**config.mk**
```make
export PLATFORM = sky130hd
export DESIGN_NAME = polygon_area_perimeter_unit
export DESIGN_NICKNAME = d
export VERILOG_FILES = /design/src/rtl/core/pap_pkg.sv /design/src/rtl/core/polygon_area_perimeter_unit.sv
export SDC_FILE = /design/constraint.sdc
export NUM_CORES = 2
export LEC_CHECK = 0
export BUFFER_PORTS_ARGS = -buffer_cell sky130_fd_sc_hd__buf_2
export CAP_MARGIN = 25
export CORE_AREA = 2 2 261 263
export DETAILED_ROUTE_END_ITERATION = 10
export DIE_AREA = 0 0 263 265
export PLACE_DENSITY = 0.71
export SKIP_CTS_REPAIR_TIMING = 1
export SLEW_MARGIN = 20
export SYNTH_ARGS = -nofsm -noshare
export SYNTH_HDL_FRONTEND = slang
export SYNTH_SLANG_ARGS = --single-unit
```
**constraint.sdc**
```tcl
create_clock -name i_clk -period 12.4 [get_ports i_clk]
set_input_delay 2.48 -clock i_clk [delete_from_list [all_inputs] [get_ports i_clk]]
set_output_delay 2.48 -clock i_clk [all_outputs]
set_load 0.02 [all_outputs]
```
**src/rtl/core/pap_pkg.sv**
```systemverilog
// Shared constants and types for the polygon area and perimeter unit.
`default_nettype none

package pap_pkg;

    // Default geometry of the datapath.
    localparam int COORD_BITS_DEF    = 16;
    localparam int FRACTION_BITS_DEF = 8;

    // Fixed widths of the accumulators and result fields.
    localparam int AREA_ACC_BITS = 48;
    localparam int AREA_OUT_BITS = 34;
    localparam int LEN_BITS      = 35;

    localparam logic [AREA_OUT_BITS-1:0] AREA_OUT_MAX = '1;
    localparam logic [LEN_BITS-1:0]      LEN_MAX      = '1;

    typedef logic signed [AREA_ACC_BITS-1:0] t_area;
    typedef logic [LEN_BITS-1:0]             t_len;

    typedef enum logic [3:0] {
        S_IDLE,
        S_SQX,
        S_SQY,
        S_TERM,
        S_LOAD,
        S_ROOT,
        S_ACC,
        S_CLOSE,
        S_CSUM,
        S_FINAL
    } t_state;

endpackage

`default_nettype wire

```
**src/rtl/core/polygon_area_perimeter_unit.sv**
```systemverilog
// Top level of the polygon area and perimeter unit.
`default_nettype none

// The unit takes polygon vertices one request at a time and, on the request
// that carries last_vertex, returns one result: twice the absolute enclosed
// area (shoelace sum including the closing edge, saturated to 34 bits) and
// the open-polyline perimeter in fixed point with FRACTION_BITS fraction
// bits, saturating at 2^35-1, with a flag that marks saturation. A vertex
// that opens a polygon is absorbed in its accept cycle, and unless it also
// carries last_vertex the unit is ready again at once. Every further vertex
// runs through one shared signed multiplier (dx squared, dy squared, then the
// area term) and then through a restoring square root that yields one root
// bit per cycle, so it holds off new requests while it passes S_SQX, S_SQY,
// S_TERM, S_LOAD, the square root loop of COORD_BITS + 1 + FRACTION_BITS
// steps in S_ROOT, and S_ACC. The last vertex adds S_CLOSE and S_CSUM for
// the closing area term and S_FINAL for the result. The result sits in
// an output register, and the unit takes new vertices while it waits to
// be taken; only a second result that finds the register still full waits.

module polygon_area_perimeter_unit
    import pap_pkg::*;
#(
    parameter int COORD_BITS    = COORD_BITS_DEF,
    parameter int FRACTION_BITS = FRACTION_BITS_DEF
) (
    input  wire                          i_clk,
    input  wire                          i_rst_n,

    input  wire                          i_in_valid,
    output logic                         o_in_stall,
    input  wire signed [COORD_BITS-1:0]  i_vertex_x,
    input  wire signed [COORD_BITS-1:0]  i_vertex_y,
    input  wire                          i_last_vertex,

    output logic                         o_out_valid,
    input  wire                          i_out_stall,
    output logic [AREA_OUT_BITS-1:0]     o_area_doubled,
    output logic [LEN_BITS-1:0]          o_perimeter_fixed,
    output logic                         o_perimeter_saturated
);

    // Differences and sums of two coordinates need one extra bit.
    localparam int CW1  = COORD_BITS + 1;
    // Product width; also the width of dx*dx + dy*dy.
    localparam int PW   = 2 * CW1;
    // Root bits: one per radicand pair plus the fraction bits.
    localparam int NR   = CW1 + FRACTION_BITS;
    localparam int RADW = 2 * NR;
    // The partial remainder stays below 2^(NR+1); the shifted one needs two more bits.
    localparam int RW   = NR + 3;
    localparam int SUMW = ((NR > LEN_BITS) ? NR : LEN_BITS) + 1;
    localparam int CNTW = $clog2(NR);
    localparam logic [CNTW-1:0] CNT_LAST = CNTW'(NR - 1);

    t_state r_state, n_state;

    // Vertex registers.
    logic signed [COORD_BITS-1:0] r_first_x, r_first_y;
    logic signed [COORD_BITS-1:0] r_prev_x, r_prev_y;
    logic signed [COORD_BITS-1:0] r_cur_x, r_cur_y;
    logic                         r_cur_last;
    logic                         r_have_vertex;

    // Arithmetic registers.
    logic signed [PW-1:0]   r_prod;
    logic [PW-1:0]          r_d2;
    logic [RADW-1:0]        r_rad;
    logic [NR-1:0]          r_root;
    logic [RW-1:0]          r_rem;
    logic [CNTW-1:0]        r_cnt;
    t_area                  r_area_sum;
    t_len                   r_length_sum;

    // Output register.
    logic                     r_out_valid;
    logic [AREA_OUT_BITS-1:0] r_area_out;
    t_len                     r_len_out;

    // Combinational helpers.
    logic                 in_accept;
    logic                 out_free;
    logic signed [CW1-1:0] mul_a, mul_b;
    logic signed [PW-1:0]  mul_p;
    logic [RW-1:0]        rem_sh;
    logic [RW-1:0]        trial;
    logic [RW:0]          diff;
    logic                 take;
    logic [SUMW-1:0]      len_add;
    logic                 len_sat;
    t_area                area_mag;
    logic [AREA_OUT_BITS-1:0] area_clip;

    assign in_accept = i_in_valid && !o_in_stall;
    // The result register can be loaded when empty or when its result leaves now.
    assign out_free  = !r_out_valid || !i_out_stall;

    // Next-state logic.
    always_comb begin
        n_state = r_state;
        unique case (r_state)
            S_IDLE: begin
                if (i_in_valid) begin
                    if (!r_have_vertex) begin
                        n_state = i_last_vertex ? S_CLOSE : S_IDLE;
                    end else begin
                        n_state = S_SQX;
                    end
                end
            end
            S_SQX:   n_state = S_SQY;
            S_SQY:   n_state = S_TERM;
            S_TERM:  n_state = S_LOAD;
            S_LOAD:  n_state = S_ROOT;
            S_ROOT:  n_state = (r_cnt == CNT_LAST) ? S_ACC : S_ROOT;
            S_ACC:   n_state = r_cur_last ? S_CLOSE : S_IDLE;
            S_CLOSE: n_state = S_CSUM;
            S_CSUM:  n_state = S_FINAL;
            S_FINAL: n_state = out_free ? S_IDLE : S_FINAL;
            default: n_state = S_IDLE;
        endcase
    end

    // Output and datapath control logic. The multiplier operands are chosen
    // by state, so one multiplier serves both squares and both area terms.
    always_comb begin
        o_in_stall = (r_state != S_IDLE);
        mul_a      = '0;
        mul_b      = '0;
        unique case (r_state)
            S_SQX: begin
                mul_a = CW1'(r_cur_x) - CW1'(r_prev_x);
                mul_b = mul_a;
            end
            S_SQY: begin
                mul_a = CW1'(r_cur_y) - CW1'(r_prev_y);
                mul_b = mul_a;
            end
            S_TERM: begin
                // Edge term (y1 + y2) * (x2 - x1).
                mul_a = CW1'(r_prev_y) + CW1'(r_cur_y);
                mul_b = CW1'(r_cur_x) - CW1'(r_prev_x);
            end
            S_CLOSE: begin
                // Closing edge from the last vertex back to the first.
                mul_a = CW1'(r_cur_y) + CW1'(r_first_y);
                mul_b = CW1'(r_first_x) - CW1'(r_cur_x);
            end
            default: begin
                mul_a = '0;
                mul_b = '0;
            end
        endcase
    end

    assign mul_p = mul_a * mul_b;

    // One step of the restoring square root: bring down the next radicand pair
    // and try to subtract 4*root + 1.
    assign rem_sh = {r_rem[RW-3:0], r_rad[RADW-1 -: 2]};
    assign trial  = RW'({r_root, 2'b01});
    assign diff   = {1'b0, rem_sh} - {1'b0, trial};
    assign take   = !diff[RW];

    // Saturating perimeter accumulate.
    assign len_add = SUMW'(r_length_sum) + SUMW'(r_root);
    assign len_sat = (len_add >= SUMW'(LEN_MAX));

    // Magnitude of the area sum, clipped to the output width.
    assign area_mag  = r_area_sum[AREA_ACC_BITS-1] ? (~r_area_sum + t_area'(1)) : r_area_sum;
    assign area_clip = ($unsigned(area_mag) > AREA_ACC_BITS'(AREA_OUT_MAX))
                     ? AREA_OUT_MAX : area_mag[AREA_OUT_BITS-1:0];

    // Control registers.
    always_ff @(posedge i_clk) begin
        if (!i_rst_n) begin
            r_state       <= S_IDLE;
            r_have_vertex <= 1'b0;
            r_out_valid   <= 1'b0;
        end else begin
            r_state <= n_state;
            if (in_accept) begin
                r_have_vertex <= 1'b1;
            end else if (r_state == S_FINAL && out_free) begin
                r_have_vertex <= 1'b0;
            end
            if (r_state == S_FINAL && out_free) begin
                r_out_valid <= 1'b1;
            end else if (!i_out_stall) begin
                r_out_valid <= 1'b0;
            end
        end
    end

    // Datapath registers.
    always_ff @(posedge i_clk) begin
        unique case (r_state)
            S_IDLE: begin
                if (i_in_valid) begin
                    r_cur_x    <= i_vertex_x;
                    r_cur_y    <= i_vertex_y;
                    r_cur_last <= i_last_vertex;
                    if (!r_have_vertex) begin
                        // A new polygon opens with this vertex.
                        r_first_x    <= i_vertex_x;
                        r_first_y    <= i_vertex_y;
                        r_prev_x     <= i_vertex_x;
                        r_prev_y     <= i_vertex_y;
                        r_area_sum   <= '0;
                        r_length_sum <= '0;
                    end
                end
            end
            S_SQX: begin
                r_prod <= mul_p;
            end
            S_SQY: begin
                r_prod <= mul_p;
                r_d2   <= $unsigned(r_prod);
            end
            S_TERM: begin
                r_prod <= mul_p;
                r_d2   <= r_d2 + $unsigned(r_prod);
            end
            S_LOAD: begin
                r_area_sum <= r_area_sum + t_area'(r_prod);
                r_rad      <= RADW'(r_d2) << (2 * FRACTION_BITS);
                r_root     <= '0;
                r_rem      <= '0;
                r_cnt      <= '0;
            end
            S_ROOT: begin
                r_rad <= r_rad << 2;
                r_cnt <= r_cnt + CNTW'(1);
                if (take) begin
                    r_rem  <= diff[RW-1:0];
                    r_root <= {r_root[NR-2:0], 1'b1};
                end else begin
                    r_rem  <= rem_sh;
                    r_root <= {r_root[NR-2:0], 1'b0};
                end
            end
            S_ACC: begin
                r_length_sum <= len_sat ? LEN_MAX : len_add[LEN_BITS-1:0];
                r_prev_x     <= r_cur_x;
                r_prev_y     <= r_cur_y;
            end
            S_CLOSE: begin
                r_prod <= mul_p;
            end
            S_CSUM: begin
                r_area_sum <= r_area_sum + t_area'(r_prod);
            end
            S_FINAL: begin
                if (out_free) begin
                    r_area_out <= area_clip;
                    r_len_out  <= r_length_sum;
                end
            end
            default: begin
                r_prod <= r_prod;
            end
        endcase
    end

    assign o_out_valid           = r_out_valid;
    assign o_area_doubled        = r_area_out;
    assign o_perimeter_fixed     = r_len_out;
    assign o_perimeter_saturated = (r_len_out == LEN_MAX);

endmodule

`default_nettype wire

```
==> impl_metrics.py <==
metrics = {
    "pwr": {
        "power_frac_comb_pct": 65.2,
        "peakVddDrop_v": 0.000153,
        "power.switching_uw": 5140,
        "p_leak_uw": 0.0172,
        "p_int_uw": 5580,
        "clkPwrFrac_pct": 11.7,
        "power_uw": 10700,
        "power_density_nw_per_um2": 271,
        "seq_power_share_pct": 23.2,
        "swShare_pct": 48.0,
    },
    "finish": {
        "fin_area_sq_um": 39600,
        "drive_gt1_share_pct": 6.94,
        "syn2layout_area_growth_pct": 8.24,
        "nets": 4524,
        "n_antenna_cell": 0,
    },
    "timing": {
        "setup_slack_ns": 0.918,
        "hold_violations": 0,
        "post-route-min-period_ns": 11.48,
        "worstMarginPinSlew_ns": 1.01,
        "setup-violations-final": 0,
        "fmaxAchievable_mhz": 87.1,
        "hold_ws_ns": 0.463,
        "min_period_over_period_pct": 92.6,
        "maxSlewViolCount": 0,
        "rsz0062_at_grt": "false",
        "fin_skew_ns": 0.0186,
        "tns_ns": 0,
        "max_slew_margin_pct": 32.9,
    },
    "placement": {
        "gp_congestion": 0.949,
        "post-place-ws_ns": 1.16,
        "io_buffer_count": 108,
        "hpwl_um": 64700,
        "placed_cell_area_sq_um": 38200,
    },
    "synth": {
        "synthesis.area_sq_um": 36600,
        "synth_top_cell_by_area": "edfxtp_1",
        "synth_nets": 4433,
        "synth_cells": 3810,
        "yosysSeqAreaShare_pct": 33.7,
        "synth_async_sr_flop_share_pct": 0,
        "yosysTopAreaCellShare_pct": 33.4,
        "ys.flop_type": "edfxtp_1",
        "synth-edff-count": 407,
        "synth.top_cells.by_area": "edfxtp_1 (33%), fa_1 (17%), ha_1 (9.7%)",
        "netlist-cell-type-count": 74,
        "yosys_warnings": 0,
        "ys_ff_latch": 413,
        "avgSynthCellArea_sq_um": 9.60,
    },
    "hold_path": {
        "hold_end": "o_perimeter_fixed[8]$_DFFE_PP_",
        "worstHoldStart": "r_length_sum[8]$_SDFFCE_PN0P_",
        "whs_path_depth": 0,
        "hold_path.class": "reg2reg",
    },
    "critical_path": {
        "ff2ff_setup_slack_ns": 0.92,
        "reg2reg_from": "r_state[0]$_SDFFE_PN0P_",
        "slowest_stage": "a2111oi_2",
        "crit_type": "reg2reg",
        "start_kind": "register",
        "cpPeakStageDelay_ns": 0.84,
        "cp.required_ns": 12.73,
        "cp.arrival_ns": 11.82,
        "crit_fanout": 41,
        "r2r_cells": 42,
        "r2r-end": "r_prod[33]$_DFFE_PP_",
        "critPathMostFrequentCell": "fa_1",
        "cp-end-kind": "register",
    },
    "die": {
        "coreArea_sq_um": 66800,
        "start_util_pct": 54.8,
        "fp.dieW_um": 263,
        "die_h_um": 265,
        "fp-row-count": 95,
        "dieArea_sq_um": 69700,
        "ios": 109,
    },
    "global_routing": {
        "grt-ovfl-total": 0,
        "antenna_found_initial": 4,
        "grt_pass1_wl_um": 139000,
        "grt_pass1_vias": 27300,
        "track_usage_pct": 24.7,
        "grt_max_degree": 84,
    },
    "clock_tree": {
        "clkSlewWorstSetupHoldPaths_ns": 0.06,
        "cts_tree": "done",
        "htreeDepth": 2,
        "clock_latency_ns": 0.59,
        "cts_root_buf": "clkbuf_16",
        "clkSinkCount": 413,
        "ctsLongestPathBuffers": 3,
        "cts_buffers": 46,
    },
    "drt": {
        "vias": 27300,
        "post_drt_wl_per_cell_um": 17.5,
        "vias_per_cell": 5.67,
        "wl_um": 84200,
        "drt-pass1-iter-count": 6,
        "postRouteAntennaNets": 0,
        "drc": 0,
        "first_iter_violations": 2069,
    },
    "run": {
        "maxCapViolCount": 0,
    },
    "outcome": {
        "status": "complete, no violations",
    },
}
==> kinds of logic (layout without fill, tap and decap cells) <==
family                     count (synthesis)  count (layout)  share of synthesized area (%)
AOI/OAI and AO/OA                        704             704                           12.1
xor gates and xnor gates                 241             241                           5.77
adders and majority gates                586             586                           26.3
buffers and inverters                    611             735                           6.33
DFF                                      413             413                           33.7
muxes                                     29              29                          0.807
and+or+nand+nor                         1226            1226                           15.0
==> metal layers <==
layer / share of wire [%] / track usage [%]
met1: 43 / 32.9
met2: 46 / 40.6
met3: 6.4 / 4.04
met4: 3.9 / 9.61
met5: 0 / 0
==> worst max path at each step <==
stage	startpoint	endpoint	slack, ns
floorplan	r_state[0]$_SDFFE_PN0P_	r_prod[33]$_DFFE_PP_	1.97
global placement	r_state[0]$_SDFFE_PN0P_	r_prod[33]$_DFFE_PP_	1.44
detailed placement	r_state[0]$_SDFFE_PN0P_	r_prod[33]$_DFFE_PP_	1.16
CTS	r_state[0]$_SDFFE_PN0P_	r_prod[33]$_DFFE_PP_	1.10
global route	r_state[0]$_SDFFE_PN0P_	r_prod[33]$_DFFE_PP_	0.08
finish	r_state[0]$_SDFFE_PN0P_	r_prod[33]$_DFFE_PP_	0.92
==> sequential cells by signal (all words and copies together), names as in the netlist, 25 cells and up <==
signal / count
r_area_sum: 48
o_perimeter_fixed: 35
r_length_sum: 35
o_area_doubled: 34
r_d2: 34
r_prod: 34
r_rad: 34
r_rem: 26
r_root: 25
==> through the flow <==
step / instances / util [%]
detailed placement: 4725 / 57.2
CTS: 4806 / 59.2
global placement: 4725 / 57.2
global route: 4807 / 59.3
floorplan: 3810 / -
finish: 4807 / 59.3
==> area by class of cell <==
cell class	instances	area, sq um
clock buffers	58	1220
clock inverters	23	118
fillers	5750	27200
inverters	505	1900
multi-input cells	2786	22100
flip-flops and latches	413	12300
well taps	873	1090
repair buffers	149	861
==> power groups by stage <==
| stage | Clock, uW | Sequential (uW) | Combinational, uW |
|---|---|---|---|
| 2_1_floorplan | 0 | 2380 | 5340 |
| 3_3_place_gp | 0 | 2490 | 6770 |
| 3_5_place_dp | 0 | 2500 | 6920 |
| 4_1_cts | 1280 | 2470 | 6960 |
| 5_1_grt | 1330 | 2520 | 7920 |
| 6_report | 1250 | 2480 | 6980 |
==> critical path, delay by kind of cell, from the launching register on <==
kind	cells	cell delay [ns]
buffers and inverters	6	0.75
AO/OA/AOI/OAI	17	3.95
adder cells (fa/ha/maj)	9	4.08
AND/OR/NAND/NOR	9	1.67
XOR/XNOR	1	0.14
flip-flops	1	0.60
==> cell usage after synthesis, drive strengths merged, types with 9 or more instances <==
| cell type | instances |
|---|---|
| inv | 505 |
| nand2 | 473 |
| edfxtp | 407 |
| nor2 | 387 |
| fa | 303 |
| ha | 283 |
| o21ai | 211 |
| a21oi | 181 |
| xnor2 | 133 |
| xor2 | 108 |
| clkbuf | 92 |
| a21o | 87 |
| nand2b | 63 |
| nor3 | 63 |
| nand3 | 53 |
| nor2b | 39 |
| o21bai | 27 |
| o21a | 26 |
| mux2i | 25 |
| or3 | 25 |
| and3 | 22 |
| nand4 | 22 |
| a31oi | 19 |
| o31ai | 19 |
| a211oi | 18 |
| and2 | 18 |
| or2 | 16 |
| a21boi | 14 |
| buf | 14 |
| a221oi | 13 |
| a211o | 11 |
| or4 | 11 |
| o41ai | 10 |
| a31o | 9 |
| a41oi | 9 |
| nor3b | 9 |
| nor4 | 9 |
==> cells in the final DEF, fill, tap and decap left out, drive strengths merged, types with 10 or more instances in the layout <==
| master | count |
|---|---|
| clkbuf | 58 |
| nand3 | 53 |
| a211oi | 18 |
| a211o | 11 |
| fa | 303 |
| inv | 507 |
| xnor2 | 133 |
| nor2 | 387 |
| o21ai | 211 |
| a21o | 87 |
| o31ai | 19 |
| nor2b | 39 |
| xor2 | 108 |
| nor3 | 63 |
| nand2 | 473 |
| a21boi | 14 |
| clkinv | 21 |
| nand4 | 22 |
| o21a | 26 |
| o21bai | 27 |
| a221oi | 13 |
| and2 | 18 |
| a21oi | 181 |
| and3 | 22 |
| nand2b | 63 |
| or4 | 11 |
| ha | 283 |
| or3 | 25 |
| mux2i | 25 |
| or2 | 16 |
| a31oi | 19 |
| buf | 149 |
| edfxtp | 407 |
| o41ai | 10 |
(Power assumes the default switching activity.)
